`config.mk`:
```
export PLATFORM = sky130hd
export DESIGN_NAME = icos_midpoint
export DESIGN_NICKNAME = d
export VERILOG_FILES = /design/src/rtl/icos_pkg.sv /design/src/rtl/icos_midpoint.sv
export SDC_FILE = /design/constraint.sdc
export NUM_CORES = 2
export LEC_CHECK = 0
export BUFFER_PORTS_ARGS = -buffer_cell sky130_fd_sc_hd__buf_2
export CORE_ASPECT_RATIO = 0.5
export CORE_MARGIN = 3
export CORE_UTILIZATION = 64
export DETAILED_ROUTE_END_ITERATION = 8
export HOLD_SLACK_MARGIN = 0.02
export PLACE_DENSITY = 0.81
export SYNTH_ARGS = -nofsm -noshare
export SYNTH_HDL_FRONTEND = slang
export SYNTH_SLANG_ARGS = --single-unit
```
`constraint.sdc`:
```
create_clock -name clk_i -period 9.8 [get_ports clk_i]
set_input_delay 2.94 -clock clk_i [delete_from_list [all_inputs] [get_ports clk_i]]
set_output_delay 2.94 -clock clk_i [all_outputs]
set_load 0.01 [all_outputs]
```
`src/rtl/icos_pkg.sv`:
```
// Shared types, constants and helper functions of the icosphere subdivider.
`default_nettype none

package icos_pkg;

  localparam int IDX_W      = 12;
  localparam int CNT_W      = 13;
  localparam int COORD_W    = 16;
  localparam int VTX_DEPTH  = 4096;
  localparam int EDGE_DEPTH = 4096;
  localparam int ICO_COUNT  = 12;

  // Icosahedron constants in Q2.14, rounded from Q0.32
  localparam logic signed [COORD_W-1:0] ICO_X = 16'sd8614;
  localparam logic signed [COORD_W-1:0] ICO_Z = 16'sd13937;

  localparam logic [1:0] KIND_VERTEX   = 2'd0;
  localparam logic [1:0] KIND_TRIANGLE = 2'd1;
  localparam logic [1:0] KIND_ERROR    = 2'd2;

  localparam logic OP_LEVEL = 1'b0;
  localparam logic OP_SPLIT = 1'b1;

  typedef struct packed {
    logic signed [COORD_W-1:0] x;
    logic signed [COORD_W-1:0] y;
    logic signed [COORD_W-1:0] z;
  } vec_t;

  typedef struct packed {
    logic             valid;
    logic [IDX_W-1:0] hi;
    logic [IDX_W-1:0] lo;
    logic [IDX_W-1:0] vtx;
  } edge_t;

  function automatic vec_t ico_vertex(input logic [3:0] idx);
    vec_t v;
    v = '0;
    case (idx)
      4'd0:  v = '{x: -ICO_X, y: 16'sd0, z:  ICO_Z};
      4'd1:  v = '{x:  ICO_X, y: 16'sd0, z:  ICO_Z};
      4'd2:  v = '{x: -ICO_X, y: 16'sd0, z: -ICO_Z};
      4'd3:  v = '{x:  ICO_X, y: 16'sd0, z: -ICO_Z};
      4'd4:  v = '{x: 16'sd0, y:  ICO_Z, z:  ICO_X};
      4'd5:  v = '{x: 16'sd0, y:  ICO_Z, z: -ICO_X};
      4'd6:  v = '{x: 16'sd0, y: -ICO_Z, z:  ICO_X};
      4'd7:  v = '{x: 16'sd0, y: -ICO_Z, z: -ICO_X};
      4'd8:  v = '{x:  ICO_Z, y:  ICO_X, z: 16'sd0};
      4'd9:  v = '{x: -ICO_Z, y:  ICO_X, z: 16'sd0};
      4'd10: v = '{x:  ICO_Z, y: -ICO_X, z: 16'sd0};
      4'd11: v = '{x: -ICO_Z, y: -ICO_X, z: 16'sd0};
      default: v = '0;
    endcase
    return v;
  endfunction

  // Home slot of an edge key in the open-addressed edge table
  function automatic logic [IDX_W-1:0] edge_hash(input logic [IDX_W-1:0] hi,
                                                 input logic [IDX_W-1:0] lo);
    return hi ^ {lo[IDX_W/2-1:0], lo[IDX_W-1:IDX_W/2]};
  endfunction

endpackage

`default_nettype wire

```
`src/rtl/icos_midpoint.sv`:
```
// Normalised midpoint unit: one squarer, bit-serial square root and divider.
`default_nettype none

module icos_midpoint (
  input  wire logic          clk_i,
  input  wire logic          rst_ni,
  input  wire logic          start_i,
  input  wire icos_pkg::vec_t vec_p_i,
  input  wire icos_pkg::vec_t vec_q_i,
  output logic               done_o,
  output icos_pkg::vec_t     vec_o
);
  import icos_pkg::*;

  localparam logic [2:0] M_IDLE = 3'd0;
  localparam logic [2:0] M_MUL  = 3'd1;
  localparam logic [2:0] M_SQRT = 3'd2;
  localparam logic [2:0] M_DSET = 3'd3;
  localparam logic [2:0] M_DIV  = 3'd4;
  localparam logic [2:0] M_DFIN = 3'd5;

  logic [2:0]         mst_q;
  logic signed [16:0] sx_q, sy_q, sz_q;
  logic [1:0]         k_q;
  logic [32:0]        prod_q;
  logic [33:0]        acc_q;
  logic [33:0]        res_q;
  logic [33:0]        bit_q;
  logic [16:0]        n_q;
  logic [31:0]        num_q;
  logic [17:0]        rem_q;
  logic [4:0]         cnt_q;
  logic               done_q;
  vec_t               out_q;

  logic signed [16:0] s_cur;
  logic signed [33:0] sq_full;
  logic [34:0]        sqt;
  logic               sq_ge;
  logic [33:0]        res_nx;
  logic [18:0]        div_sh;
  logic [18:0]        div_d;
  logic               div_ge;
  logic [18:0]        div_rem;
  logic signed [17:0] s_ext;
  logic [17:0]        mag;
  logic [31:0]        num_init;
  logic               big;
  logic signed [15:0] coord;

  always_comb begin
    case (k_q)
      2'd0:    s_cur = sx_q;
      2'd1:    s_cur = sy_q;
      2'd2:    s_cur = sz_q;
      default: s_cur = '0;
    endcase
    sq_full  = s_cur * s_cur;
    sqt      = {1'b0, res_q} + {1'b0, bit_q};
    sq_ge    = {1'b0, acc_q} >= sqt;
    res_nx   = sq_ge ? ((res_q >> 1) + bit_q) : (res_q >> 1);
    div_sh   = {rem_q, num_q[31]};
    div_d    = {1'b0, n_q, 1'b0};
    div_ge   = div_sh >= div_d;
    div_rem  = div_ge ? (div_sh - div_d) : div_sh;
    s_ext    = {s_cur[16], s_cur};
    mag      = s_cur[16] ? 18'(-s_ext) : 18'(s_ext);
    num_init = {mag[16:0], 15'd0} + {15'd0, n_q};
    big      = |num_q[31:15];
    if (s_cur[16]) begin
      coord = big ? -16'sd32768 : 16'(-$signed({1'b0, num_q[14:0]}));
    end else begin
      coord = big ? 16'sd32767 : $signed({1'b0, num_q[14:0]});
    end
  end

  always_ff @(posedge clk_i or negedge rst_ni) begin
    if (!rst_ni) begin
      mst_q  <= M_IDLE;
      sx_q   <= '0;
      sy_q   <= '0;
      sz_q   <= '0;
      k_q    <= '0;
      prod_q <= '0;
      acc_q  <= '0;
      res_q  <= '0;
      bit_q  <= '0;
      n_q    <= '0;
      num_q  <= '0;
      rem_q  <= '0;
      cnt_q  <= '0;
      done_q <= 1'b0;
      out_q  <= '0;
    end else begin
      done_q <= 1'b0;
      unique case (mst_q)
        M_IDLE: begin
          if (start_i) begin
            sx_q   <= 17'(vec_p_i.x) + 17'(vec_q_i.x);
            sy_q   <= 17'(vec_p_i.y) + 17'(vec_q_i.y);
            sz_q   <= 17'(vec_p_i.z) + 17'(vec_q_i.z);
            k_q    <= '0;
            prod_q <= '0;
            acc_q  <= '0;
            mst_q  <= M_MUL;
          end
        end
        M_MUL: begin
          // square one sum, accumulate the previous square
          prod_q <= sq_full[32:0];
          acc_q  <= acc_q + {1'b0, prod_q};
          k_q    <= k_q + 2'd1;
          if (k_q == 2'd3) begin
            res_q <= '0;
            bit_q <= 34'd1 << 32;
            mst_q <= M_SQRT;
          end
        end
        M_SQRT: begin
          if (sq_ge) acc_q <= acc_q - sqt[33:0];
          res_q <= res_nx;
          bit_q <= bit_q >> 2;
          if (bit_q[0]) begin
            n_q   <= res_nx[16:0];
            k_q   <= '0;
            mst_q <= M_DSET;
          end
        end
        M_DSET: begin
          if (n_q == '0) begin
            out_q  <= '0;
            done_q <= 1'b1;
            mst_q  <= M_IDLE;
          end else begin
            num_q <= num_init;
            rem_q <= '0;
            cnt_q <= '0;
            mst_q <= M_DIV;
          end
        end
        M_DIV: begin
          rem_q <= div_rem[17:0];
          num_q <= {num_q[30:0], div_ge};
          cnt_q <= cnt_q + 5'd1;
          if (cnt_q == 5'd31) mst_q <= M_DFIN;
        end
        M_DFIN: begin
          case (k_q)
            2'd0:    out_q.x <= coord;
            2'd1:    out_q.y <= coord;
            default: out_q.z <= coord;
          endcase
          if (k_q == 2'd2) begin
            done_q <= 1'b1;
            mst_q  <= M_IDLE;
          end else begin
            k_q   <= k_q + 2'd1;
            mst_q <= M_DSET;
          end
        end
        default: mst_q <= M_IDLE;
      endcase
    end
  end

  assign done_o = done_q;
  assign vec_o  = out_q;

endmodule

`default_nettype wire

```
# Word-level counts from Yosys, hierarchy flattened
# Cells that the tools add are included.
# word_totals
regBits	312
out_inout_bits	49
# classes
n_addsub	13
mul	1
magnitude_cmp	2
eq_ne	20
mux	41
n_reduce_logical	22
# op_table
cell	n
34-bit two-way mux	5
34-bit case mux with 2 select lines	2
34-bit case mux with 3 select lines	1
48-bit case mux with 2 select lines	1
16-bit two-way mux	5
33-bit case mux with 2 select lines	1
32-bit case mux with 2 select lines	1
16-bit by 16-bit adder with 17-bit output	3
17-bit case mux with 3 select lines	1
48-bit two-way mux	1
18-bit two-way mux	2
18-bit case mux with 2 select lines	1
34-bit by 34-bit adder with 35-bit output	1
34-bit by 35-bit greater-or-equal comparator with 1-bit output	1
33-bit by 34-bit adder with 34-bit output	1
34-bit by 33-bit adder with 34-bit output	1
34-bit subtractor	1
17-bit by 17-bit multiplier with 33-bit output	1
33-bit two-way mux	1
32-bit by 17-bit adder with 32-bit output	1
32-bit two-way mux	1
19-bit by 18-bit greater-or-equal comparator with 1-bit output	1
2-bit inequality test (second input constant)	9
3-bit case mux with 6 select lines	1
other kinds (32)	55

# Longest topological paths before layout
# logic_depth
depth_word	7
mapped_depth	33
ltp_nobuf	30

# Worst setup path before layout
# OpenSTA, ideal clock, no wires.
# synth_timing
path_kind	register to register
from	register k_q[0]
to	register prod_q[29]
t_arrival_ns	7.654
path_slack_ns	2.017
stages_incl_launch_ff	31
cell_sequence	dfrtp_1 > ha_1 > clkbuf_1 > clkbuf_1 > buf_1 > clkbuf_1 > nor2_1 > inv_1 > clkbuf_1 > nor2_1 > fa_1 > inv_1 > fa_1 > inv_1 > ha_1 > fa_1 > inv_1 > fa_1 > fa_1 > inv_1 > ha_1 > o21a_1 > o21a_1 > a211o_1 > a31o_1 > a221o_1 > a41oi_1 > o221a_2 > and2_1 > xor2_1 > o21ai_1
# synth_via
elab_chain_len	4
word_cells_on_any_way	6
cone_classes	mul: 1; eq/ne: 2; mux: 2; reduce/logical: 1
# synth_rtl
item	line	source
start: declaration	icos_midpoint.sv:24	logic [1:0] k_q;
start signal: assignment	icos_midpoint.sv:112	k_q <= k_q + 2'd1;
start signal: assignment	icos_midpoint.sv:157	k_q <= k_q + 2'd1;
2-bit equality test, or another cell as far along	icos_midpoint.sv:52	case (k_q)
17-bit case mux with 3 select lines *	icos_midpoint.sv:52	
17-bit by 17-bit multiplier with 33-bit output *	icos_midpoint.sv:58	sq_full = s_cur * s_cur;
33-bit case mux with 2 select lines *	icos_midpoint.sv:96	unique case (mst_q)
end signal: assignment	icos_midpoint.sv:110	prod_q <= sq_full[32:0];
end: declaration	icos_midpoint.sv:25	logic [32:0] prod_q;
# Every way passes the cells marked *; elsewhere a longest branch is shown, timed or not.
# A chain may end at the register's enable or synchronous reset.

# Worst setup path in the final report
# layout_timing
from	register k_q[0]
to	register prod_q[30]
# Same word-level chain as after synthesis.

==> flow_metrics.py <==
metrics = {
    "critical_path": {
        "worst_path_largest_cell_delay_ns": 0.81,
        "r2r-start": "k_q[0]$_DFFE_PN0P_",
        "crit_type": "flip-flop to flip-flop",
        "cp-startpoint": "k_q[0]$_DFFE_PN0P_",
        "critPathBufInv": 7,
        "cp-start-kind": "flip-flop",
        "arrival_ns": 9.46,
        "worst_path_max_delay_cell": "ha_1",
        "cp_top_family": "adder cells",
        "cp.required_ns": 10.24,
        "end_kind": "flip-flop",
        "worstPathMaxFanout": 25,
    },
    "finish": {
        "fillers": 3499,
        "drive_gt1_frac": 0.0877,
        "final_common_cell": "nand2_1",
        "mostFrequentLayoutCells": "nand2_1, inv_1, dfrtp_1",
        "layout.nets": 4155,
        "regArea_mm2": 0.00736,
        "multi_input_comb_area_mm2": 0.0206,
        "finish.utilization": 0.706,
        "syn_to_final_growth_pct": 7.62,
    },
    "placement": {
        "gp_congestion": 0.956,
        "dp_hpwl_um": 62700,
        "port_buffers": 147,
    },
    "logic_synthesis": {
        "synth_ff_type": "dfrtp_1",
        "avgSynthCellArea_um2": 8.70,
        "netlist_instances": 3449,
        "yosysUniqueCellTypes": 84,
        "synth_edf_count": 0,
        "ys_async_sr_fraction": 1.00,
        "netlist_area_mm2": 0.0300,
        "ys_seq_elements": 294,
        "synth_nets": 4078,
        "synth-seq-area-share": 0.245,
        "yosys_warnings": 0,
    },
    "floorplanning": {
        "num_rows": 55,
        "die_h_um": 159,
        "io_pins": 148,
        "fp.dieW_um": 312,
        "start_util": 0.656,
        "die_area_mm2": 0.0497,
        "core_area_mm2": 0.0458,
    },
    "sta": {
        "fin_crit_sh": 0.920,
        "tightest_slew_ns": 1.22,
        "final_hold_viol_count": 0,
        "fmax_ghz": 0.111,
        "hold_ws_ns": 0.476,
        "maxSlewViolCount": 0,
        "grt_setup_unrepaired": "no",
        "tns_ns": 0,
        "clock_skew_ns": 0.0249,
        "fin_crit_ns": 9.02,
        "slew-limit-headroom": 0.190,
        "finalSetupViolations": 0,
    },
    "global_routing": {
        "grt_max_degree": 96,
        "grt_pass1_vias": 25256,
        "antenna_found_initial": 2,
        "grt_pass1_wl_um": 130000,
        "grt-ovfl-total": 0,
        "grt_usage": 0.324,
    },
    "clocking": {
        "cts_tree": "built",
        "cts-resized-gates": 0,
        "path_clk_slew_ns": 0.08,
        "numCtsBuffers": 29,
        "cts_htree_levels": 1,
        "cts_sinks": 294,
        "clock-root-buffer": "clkbuf_16",
        "clock_latency_ns": 0.61,
        "cts_setup_buffers": 0,
        "ctsHoldBuffers": 0,
        "clock_path_buffers": 3,
    },
    "routing": {
        "via_per_inst": 6.07,
        "ant_nets": 0,
        "drt_pass1_iterations": 7,
        "wl_per_cell_um": 19.2,
        "remaining_drc_errors": 0,
        "route.final.wire_length_um": 80300,
        "dr.first_iter.drc_count": 2858,
        "vias": 25351,
    },
    "worst_hold_path": {
        "hp-start": "vec_o[37]$_DFFE_PN0P_",
        "hold_path_class": "flip-flop to flip-flop",
    },
    "job": {
        "cap_violations": 0,
    },
    "outcome": {
        "outcome": "complete, no violations",
    },
}
registers in the layout, summed over array words and instances (netlist names), 17 cells and up:
register	flops
acc_q	34
bit_q	17
n_q	17
num_q	32
prod_q	32
rem_q	18
res_q	34
sx_q	17
sy_q	17
sz_q	17
vec_o	48
cells by family (layout without fill, tap and decap cells):
family,after synthesis,after routing,share of synthesized area
adders and majority gates,530,530,0.288
and+or+nand+nor,1010,1010,0.150
AOI/OAI and AO/OA,796,796,0.167
muxes,33,33,0.0125
other,0,1,0
DFF,294,294,0.245
xor gates and xnor gates,231,231,0.0674
buffers and inverters,555,654,0.0702
tightest hold or removal path: stages, from the launching register on:
cell,delay [ns]
dfrtp_1,0.34
nand2_1,0.04
o21ai_0,0.06
cell usage after synthesis (29+ instances only):
cell type / count / area share
dfrtp_1: 294 / 0.25
xnor2_1: 105 / 0.031
a22oi_1: 38 / 0.0095
nor2_1: 249 / 0.031
nand2_1: 475 / 0.059
inv_1: 419 / 0.052
ha_1: 263 / 0.11
a21oi_1: 140 / 0.023
fa_1: 267 / 0.18
nor2b_1: 42 / 0.0088
xor2_1: 126 / 0.037
nand3_1: 35 / 0.0058
a21o_1: 52 / 0.013
nor3_1: 45 / 0.0075
a22o_1: 29 / 0.0085
o21ai_1: 34 / 0.0057
clkbuf_1: 112 / 0.014
o21ai_0: 275 / 0.046
a31oi_1: 41 / 0.0085
final timing paths:
path	to	cells past startpoint	slack, ns
setup / recovery	prod_q[30]$_DFFE_PN0P_	28	0.78
max in group asynchronous	sy_q[10]$_DFFE_PN0P_	2	5.97
hold / removal	vec_o[37]$_DFFE_PN0P_	2	0.48
hold reg to reg	vec_o[37]$_DFFE_PN0P_	2	0.48
setup reg to reg	prod_q[30]$_DFFE_PN0P_	28	0.78
min in group asynchronous	acc_q[13]$_DFFE_PN0P_	1	2.33
per-layer routing:
layer  track usage  wire length [um]  vias to the layer above
met2         0.503             35500                     1163
met5             0                11                        -
met1         0.446             33500                    12224
met4         0.109              3080                        2
met3        0.0831              8260                      211
li1              -                 -                    11751
stage by stage:
step,instances,cell area (um^2),setup slack (ns)
final,4176,32300,0.779
after global routing,4176,32300,0.293
after CTS,4175,32300,1.07
after detailed placement,4122,31300,1.10
after global placement,4122,31300,1.37
after floorplan,3449,30000,2.02
layout make-up:
| class | count | share of cell area |
|---|---|---|
| Inverter | 423 | 0.0492 |
| Antenna cell | 1 | 0.0000775 |
| Tap cell | 627 | 0.0243 |
| Sequential cell | 294 | 0.228 |
| Timing Repair Buffer | 178 | 0.0303 |
| Clock buffer | 33 | 0.0242 |
| Clock inverter | 20 | 0.00655 |
| Multi-Input combinational cell | 2600 | 0.638 |
Power is left out: the tool's default activity adds up to more than one toggle a clock period on the data nets, which glitch-free logic cannot reach.
